**src/rtl/core/brr_pkg.sv**
```systemverilog
// ----------------------------------------------------------------------------
// BRR decoder package
// Shared types and constants for the bit-rate-reduction block decoder.
// ----------------------------------------------------------------------------
package brr_pkg;

    localparam int SAMPLE_W = 16;

    // Prediction filter codes from header bits 3..2.
    localparam logic [1:0] FILT_NONE = 2'd0;
    localparam logic [1:0] FILT_ONE  = 2'd1;
    localparam logic [1:0] FILT_TWO  = 2'd2;
    localparam logic [1:0] FILT_THR  = 2'd3;

    // Settings latched from the most recent block header.
    typedef struct packed {
        logic [3:0] shift;
        logic [1:0] filter;
        logic       end_bit;
    } t_brr_hdr;

endpackage

```
**src/rtl/core/brr_sample_calc.sv**
```systemverilog
// ----------------------------------------------------------------------------
// BRR sample calculator
// Forms one decoded sample from a nibble, the header settings and the history.
// ----------------------------------------------------------------------------
module brr_sample_calc
    import brr_pkg::*;
(
    input  logic [3:0]          i_nibble,
    input  t_brr_hdr            i_hdr,
    input  logic [SAMPLE_W-1:0] i_prev_one,
    input  logic [SAMPLE_W-1:0] i_prev_two,
    output logic [SAMPLE_W-1:0] o_sample
);

    localparam int ACC_W = 25;

    localparam logic signed [ACC_W-1:0] K_60  = 25'sd60;
    localparam logic signed [ACC_W-1:0] K_122 = 25'sd122;
    localparam logic signed [ACC_W-1:0] K_115 = 25'sd115;
    localparam logic signed [ACC_W-1:0] K_52  = 25'sd52;
    localparam logic signed [ACC_W-1:0] K_RND = 25'sd63;

    logic [SAMPLE_W-1:0]     w_base;
    logic signed [ACC_W-1:0] w_p1;
    logic signed [ACC_W-1:0] w_p2;
    logic signed [ACC_W-1:0] w_acc;
    logic signed [ACC_W-1:0] w_adj;
    logic signed [ACC_W-1:0] w_pred;

    // The sign-extended nibble is shifted and only its low 16 bits survive.
    assign w_base = {{(SAMPLE_W-4){i_nibble[3]}}, i_nibble} << i_hdr.shift;

    assign w_p1 = {{(ACC_W-SAMPLE_W){i_prev_one[SAMPLE_W-1]}}, i_prev_one};
    assign w_p2 = {{(ACC_W-SAMPLE_W){i_prev_two[SAMPLE_W-1]}}, i_prev_two};

    always_comb begin
        case (i_hdr.filter)
            FILT_ONE: w_acc = w_p1 * K_60;
            FILT_TWO: w_acc = w_p1 * K_122 - w_p2 * K_60;
            FILT_THR: w_acc = w_p1 * K_115 - w_p2 * K_52;
            default:  w_acc = '0;
        endcase
    end

    // Division by 64 truncated toward zero: bias negative values first.
    assign w_adj  = w_acc[ACC_W-1] ? (w_acc + K_RND) : w_acc;
    assign w_pred = w_adj >>> 6;

    // The sum wraps to 16 bits.
    assign o_sample = w_base + w_pred[SAMPLE_W-1:0];

endmodule

```
**src/rtl/core/brr_adpcm_block_decoder.sv**
```systemverilog
// ----------------------------------------------------------------------------
// BRR ADPCM block decoder
// Decodes header and data bytes of bit-rate-reduction blocks into samples.
// ----------------------------------------------------------------------------
// Each input item is one byte of a block. A header item latches the shift,
// the filter and the end bit, may clear the two-sample history, completes
// without waiting on the output and produces no result. A data item produces
// two result items, the high nibble first, and uses the single shared sample
// calculator once per nibble, so results flow at one per cycle while the
// output does not stall. An input register holds the byte being decoded and
// an output register holds the finished sample, so the next byte is taken in
// the cycle its predecessor's second sample is produced, even while that
// sample still waits downstream. A data byte is registered at the input and
// its first result then at the output. Each sample is computed from the
// history left by the one before it, keeping the work one sample per cycle.
// ----------------------------------------------------------------------------
module brr_adpcm_block_decoder
    import brr_pkg::*;
(
    input  logic                i_clk,
    input  logic                i_rst_n,
    // Byte channel.
    input  logic                i_valid,
    output logic                o_stall,
    input  logic                i_is_header,
    input  logic [7:0]          i_data_byte,
    input  logic                i_clear_history,
    // Sample channel.
    output logic                o_valid,
    input  logic                i_stall,
    output logic [SAMPLE_W-1:0] o_sample,
    output logic                o_second_of_pair,
    output logic                o_block_last,
    output logic                o_end_flag
);

    // Input register.
    logic r_in_valid, n_in_valid;
    logic r_in_hdr;
    logic r_in_clr;
    logic [7:0] r_in_byte;
    logic r_phase, n_phase;

    // Decoder state.
    t_brr_hdr r_hdr, n_hdr;
    logic [SAMPLE_W-1:0] r_prev_one, n_prev_one;
    logic [SAMPLE_W-1:0] r_prev_two, n_prev_two;
    logic [2:0] r_count, n_count;

    // Output register.
    logic r_out_valid, n_out_valid;
    logic [SAMPLE_W-1:0] r_sample;
    logic r_second;
    logic r_last;
    logic r_end;

    logic w_out_ready;
    logic w_hdr_step;
    logic w_load;
    logic w_done;
    logic w_accept;
    logic [3:0] w_nibble;
    logic [SAMPLE_W-1:0] w_sample;

    // The output register can take a sample when empty or being drained.
    assign w_out_ready = !r_out_valid || !i_stall;
    assign w_hdr_step  = r_in_valid && r_in_hdr;
    assign w_load      = r_in_valid && !r_in_hdr && w_out_ready;
    // The held item is finished after a header step or its second sample.
    assign w_done      = w_hdr_step || (w_load && r_phase);
    assign o_stall     = r_in_valid && !w_done;
    assign w_accept    = i_valid && !o_stall;

    assign w_nibble = r_phase ? r_in_byte[3:0] : r_in_byte[7:4];

    brr_sample_calc u_calc (
        .i_nibble   (w_nibble),
        .i_hdr      (r_hdr),
        .i_prev_one (r_prev_one),
        .i_prev_two (r_prev_two),
        .o_sample   (w_sample)
    );

    always_comb begin
        n_in_valid  = r_in_valid;
        n_phase     = r_phase;
        n_hdr       = r_hdr;
        n_prev_one  = r_prev_one;
        n_prev_two  = r_prev_two;
        n_count     = r_count;
        n_out_valid = r_out_valid;

        if (w_accept) begin
            n_in_valid = 1'b1;
        end else if (w_done) begin
            n_in_valid = 1'b0;
        end

        if (w_hdr_step) begin
            n_hdr.shift   = r_in_byte[7:4];
            n_hdr.filter  = r_in_byte[3:2];
            n_hdr.end_bit = r_in_byte[0];
            n_count       = 3'd0;
            if (r_in_clr) begin
                n_prev_one = '0;
                n_prev_two = '0;
            end
        end

        if (w_load) begin
            n_phase    = !r_phase;
            n_prev_two = r_prev_one;
            n_prev_one = w_sample;
            if (r_phase) begin
                n_count = r_count + 3'd1;
            end
        end

        if (w_load) begin
            n_out_valid = 1'b1;
        end else if (!i_stall) begin
            n_out_valid = 1'b0;
        end
    end

    always_ff @(posedge i_clk) begin
        if (!i_rst_n) begin
            r_in_valid  <= 1'b0;
            r_phase     <= 1'b0;
            r_hdr       <= '0;
            r_prev_one  <= '0;
            r_prev_two  <= '0;
            r_count     <= 3'd0;
            r_out_valid <= 1'b0;
        end else begin
            r_in_valid  <= n_in_valid;
            r_phase     <= n_phase;
            r_hdr       <= n_hdr;
            r_prev_one  <= n_prev_one;
            r_prev_two  <= n_prev_two;
            r_count     <= n_count;
            r_out_valid <= n_out_valid;
        end
    end

    always_ff @(posedge i_clk) begin
        if (w_accept) begin
            r_in_hdr  <= i_is_header;
            r_in_clr  <= i_clear_history;
            r_in_byte <= i_data_byte;
        end
        if (w_load) begin
            r_sample <= w_sample;
            r_second <= r_phase;
            r_last   <= r_phase && (r_count == 3'd7);
            r_end    <= r_hdr.end_bit;
        end
    end

    assign o_valid          = r_out_valid;
    assign o_sample         = r_sample;
    assign o_second_of_pair = r_second;
    assign o_block_last     = r_last;
    assign o_end_flag       = r_end;

    // The second half of a byte is only ever pending for a held data item.
    a_phase_data: assert property (@(posedge i_clk) disable iff (!i_rst_n)
        r_phase |-> (r_in_valid && !r_in_hdr))
        else $error("phase set without a data item held");

    // A first-half sample is always followed by the second half of that byte.
    a_phase_adv: assert property (@(posedge i_clk) disable iff (!i_rst_n)
        (w_load && !r_phase) |=> (r_phase && r_in_valid))
        else $error("second nibble lost after first sample");

    // The block end marker only rides on the second sample of a byte.
    a_last_second: assert property (@(posedge i_clk) disable iff (!i_rst_n)
        (o_valid && o_block_last) |-> o_second_of_pair)
        else $error("block_last on a first sample");

    // A new item is only taken when the held one is gone or finishing.
    a_no_overrun: assert property (@(posedge i_clk) disable iff (!i_rst_n)
        w_accept |-> (!r_in_valid || w_done))
        else $error("input register overrun");

endmodule
```
**config.mk**
```make
export PLATFORM = sky130hd
export DESIGN_NAME = brr_adpcm_block_decoder
export DESIGN_NICKNAME = d
export VERILOG_FILES = /design/src/rtl/core/brr_pkg.sv /design/src/rtl/core/brr_sample_calc.sv /design/src/rtl/core/brr_adpcm_block_decoder.sv
export SDC_FILE = /design/constraint.sdc
export NUM_CORES = 1
export LEC_CHECK = 0
export BUFFER_PORTS_ARGS = -buffer_cell sky130_fd_sc_hd__buf_2
export CORE_MARGIN = 4
export CORE_UTILIZATION = 35
export DETAILED_ROUTE_END_ITERATION = 10
export PLACE_DENSITY = 0.55
export SLEW_MARGIN = 30
export SYNTH_ARGS = -nofsm -noshare
export SYNTH_HDL_FRONTEND = slang
export SYNTH_SLANG_ARGS = --single-unit
```
**constraint.sdc**
```tcl
create_clock -name i_clk -period 8.6 [get_ports i_clk]
set_input_delay 1.29 -clock i_clk [delete_from_list [all_inputs] [get_ports i_clk]]
set_output_delay 1.29 -clock i_clk [all_outputs]
set_load 0.01 [all_outputs]
```
==> flow_metrics.tcl <==
set metrics [dict create \
    crit_slowest_cell "sky130_fd_sc_hd__fa_1" \
    post_synth.cell_area_avg_um2 8.42 \
    clock-root-buffer "sky130_fd_sc_hd__clkbuf_16" \
    placeableCoreArea_um2 42000 \
    hold_ws_ns 0.437 \
    final_critical_path_setup_slack_ns 0.101 \
    synth.lib_cells_used.distinct 86 \
    vias_per_cell 5.17 \
    max-vdd-ir-drop_v 0.000137 \
    min_clock_period_post_route_ns 8.50 \
    htreeDepth 3 \
    first_global_vias 12900 \
    finClkSkew_ns 0.0147 \
    drc 0 \
    flow.area_growth_from_synthesis_pct 21.6 \
    final_layout_size_suffix_gt1_share_pct 19.4 \
    instance_area_after_placement_um2 17100 \
    setup_viol 0 \
    layout_worst_path_cycle_share_pct 98.8 \
    place.port_buffers 34 \
    route.top_layer_used "met4" \
    critPathCaptureType "flip-flop" \
    grt_first_pass_wirelength_mm 70.9 \
    yosysSeqAreaShare_pct 11.9 \
    routabilityCongestion 0.909 \
    hold_path_class "flip-flop to flip-flop" \
    internal_power_w 0.00167 \
    combPwrFrac_pct 73.8 \
    numCtsBuffers 9 \
    placement.setup.worst_slack_ns -0.658 \
    crit_path_max_fanout 4 \
    route.antenna.remaining_nets 0 \
    sequentialPowerShare_pct 12.9 \
    cap_violations 0 \
    synth.yosys.warnings 0 \
    timing.slew.headroom_pct 39.6 \
    netlist.top_cell.by_area "sky130_fd_sc_hd__ha_1" \
    switching_pwr_w 0.00153 \
    seq_cell_area_um2 1790 \
    clkLatencyLatePin_ns 0.37 \
    drt_first_iter_violations 899 \
    synth.ff_latch_count 74 \
    clock_sinks 74 \
    antenna_found_initial 0 \
    final.fill_count 4234 \
    floorplan.die_area_um2 46100 \
    detail_route.wirelength.met1_mm 21.2 \
    layout_commonest_cell "sky130_fd_sc_hd__inv_1" \
    synthArstFlopShare_pct 0 \
    number_of_flops_mapped_to_enable_cells_by_yosys 29 \
    row_count 75 \
    critical_path_arrival_ns 8.61 \
    clock_tree.buffer_depth 2 \
    power_switching_share_pct 47.8 \
    grt_overflow 0 \
    grtUsageTotal_pct 19.3 \
    die_height_um 215 \
    final-max-slew-violation-count 0 \
    layout.cell_area.non_filler_um2 18200 \
    p_leak_nw 9.04 \
    area_occupied_by_multi_input_gates_um2 12400 \
    timing_worst_setup_path_type "flip-flop to flip-flop" \
    routed-wl-met3_mm 1.82 \
    fraction_of_power_consumed_by_the_clock_network_pct 13.3 \
    layout_common_cells "sky130_fd_sc_hd__inv_1, sky130_fd_sc_hd__ha_1, sky130_fd_sc_hd__buf_4, sky130_fd_sc_hd__fa_1, sky130_fd_sc_hd__nor2_1" \
    total_number_of_vias 13200 \
    totalPowerFinal_w 0.00319 \
    post_detailed_route_wirelength_per_cell_um 17.7 \
    timing.critical_path.required_ns 8.71 \
    grt_start_max_net_pins 57 \
    tritoncts "built" \
    tightest_slew_ns 0.904 \
    syn_area_um2 14900 \
    synth_cells 1776 \
    synthFlopType "sky130_fd_sc_hd__dfxtp_1" \
    top_post_synthesis_cells_by_area "sky130_fd_sc_hd__ha_1, sky130_fd_sc_hd__fa_1, sky130_fd_sc_hd__inv_1, sky130_fd_sc_hd__dfxtp_1, sky130_fd_sc_hd__edfxtp_1" \
    dr_wl_met2_mm 21.1 \
    initial_utilization_pct 35.6 \
    number_of_ports_placed_on_the_die_boundary 35 \
    status "finished clean" \
    grt_setup_unrepaired "true" \
    max_clock_freq_mhz 118 \
    cp-start-kind "flip-flop" \
    postCtsHoldBufs 0 \
    number_of_iterations_in_the_first_detailed_routing_pass 5 \
    postRouteWirelength_mm 45.0 \
    power.density_cell_area_nw_per_um2 176 \
    syn_nets 2150 \
    final_hold_viol_count 0 \
    clk_pin_slew_worst_paths_ns 0.08 \
    die_w_um 215 \
    max_stage_delay_ns 0.55 \
    nets 2377 \
    post-dp-hpwl_mm 37.3 \
    synth_largest_type_area_fraction_pct 19.3 \
]
-- flip-flops by register name (all words and copies together) (netlist names), 3 cells and up --
register    flops
o_sample       16
r_count         3
r_hdr           7
r_in_byte       8
r_prev_one     16
r_prev_two     16
-- worst max-delay path: cells and delay by family (launching register included) --
| family | cells | cell delay, ns |
|---|---|---|
| AO/OA/AOI/OAI | 19 | 3.40 |
| flip-flops | 1 | 0.37 |
| buffers and inverters | 6 | 0.56 |
| AND/OR/NAND/NOR | 3 | 0.44 |
| multiplexers | 2 | 0.32 |
| adder cells (fa/ha/maj) | 7 | 2.31 |
| XOR/XNOR | 5 | 0.83 |
-- synth_stat cells, types with 4 or more instances --
library cell                  n
sky130_fd_sc_hd__nand4_1      6
sky130_fd_sc_hd__edfxtp_1    29
sky130_fd_sc_hd__a31oi_1     13
sky130_fd_sc_hd__xor2_1      61
sky130_fd_sc_hd__inv_1      316
sky130_fd_sc_hd__nand3b_1     5
sky130_fd_sc_hd__fa_1       130
sky130_fd_sc_hd__o211ai_1    10
sky130_fd_sc_hd__dfxtp_1     45
sky130_fd_sc_hd__a21oi_1    108
sky130_fd_sc_hd__and3_1      19
sky130_fd_sc_hd__o2111ai_1    6
sky130_fd_sc_hd__o21a_1      24
sky130_fd_sc_hd__a2111oi_0    4
sky130_fd_sc_hd__o21ai_0     55
sky130_fd_sc_hd__a211o_1      4
sky130_fd_sc_hd__and2_1      15
sky130_fd_sc_hd__a211oi_1    10
sky130_fd_sc_hd__mux2i_1     19
sky130_fd_sc_hd__a21o_1      37
sky130_fd_sc_hd__clkbuf_1    28
sky130_fd_sc_hd__or2_2        8
sky130_fd_sc_hd__or3_1       10
sky130_fd_sc_hd__nand2_1     98
sky130_fd_sc_hd__o21bai_1     7
sky130_fd_sc_hd__nor2b_1     47
sky130_fd_sc_hd__nor3_1      42
sky130_fd_sc_hd__nor2_1     101
sky130_fd_sc_hd__xnor2_1     84
sky130_fd_sc_hd__nand2b_1    20
sky130_fd_sc_hd__a22oi_1     33
sky130_fd_sc_hd__a31o_2       5
sky130_fd_sc_hd__nand3_1     30
sky130_fd_sc_hd__ha_1       230
sky130_fd_sc_hd__o21ai_1      5
sky130_fd_sc_hd__a21boi_0    20
sky130_fd_sc_hd__o22ai_1      6
sky130_fd_sc_hd__a41oi_1     10
-- cells by family after synthesis --
family / count (synthesis) / synth area share (%)
compound gates: 413 / 19.0
xor+xnor: 145 / 8.50
fa+ha+maj: 360 / 36.7
buf+inv: 349 / 8.87
flops: 74 / 11.9
mux: 20 / 1.35
simple gates: 415 / 13.7
-- layout make-up --
class,instances,share of cell area (%)
clock buffer,10,1.38
inverter,316,6.53
timing repair buffer,249,9.91
antenna,1,0.0138
multi-input combinational,1353,68.3
tap,539,3.71
sequential,74,9.84
clock inverter,6,0.303
-- power by group through the flow --
stage | clock network [W] | registers [W] | logic [W]
after global routing | 0.000444 | 0.000416 | 0.00259
after CTS | 0.000434 | 0.000413 | 0.00227
final | 0.000424 | 0.000413 | 0.00236
after global placement | 0 | 0.000419 | 0.00219
after detailed placement | 0 | 0.000419 | 0.00222
after floorplan | 0 | 0.000420 | 0.00150
-- metrics by stage --
| stage | std cells | util [%] | TNS (ns) |
|---|---|---|---|
| floorplan | 1776 | - | 0 |
| global placement | 2506 | 40.7 | -3.98 |
| detailed placement | 2506 | 40.7 | -5.14 |
| CTS | 2532 | 42.3 | 0 |
| global route | 2547 | 43.2 | -0.431 |
| finish | 2548 | 43.2 | 0 |
-- timing repair --
item	CTS	global route
resized for setup	62	60
pin swaps	37	67
buffers inserted	10	15
setup endpoints to repair	14	18
-- metal layers --
layer | up-vias | global-route usage [%]
met5 | - | 0
met4 | 0 | 4.60
met3 | 38 | 2.47
met2 | 249 | 32.4
met1 | 6355 | 26.6
li1 | 6534 | -
-- worst paths after layout --
kind | startpoint | endpoint | slack (ns) | depth (start not counted)
max | r_prev_one[2] | o_sample[15] | 0.10 | 42
min | r_hdr[0] | o_end_flag | 0.44 | 0
min reg2reg | r_hdr[0] | o_end_flag | 0.44 | 0
max reg2reg | r_prev_one[2] | o_sample[15] | 0.10 | 42
No activity file was read; power rests on OpenSTA's default activity.
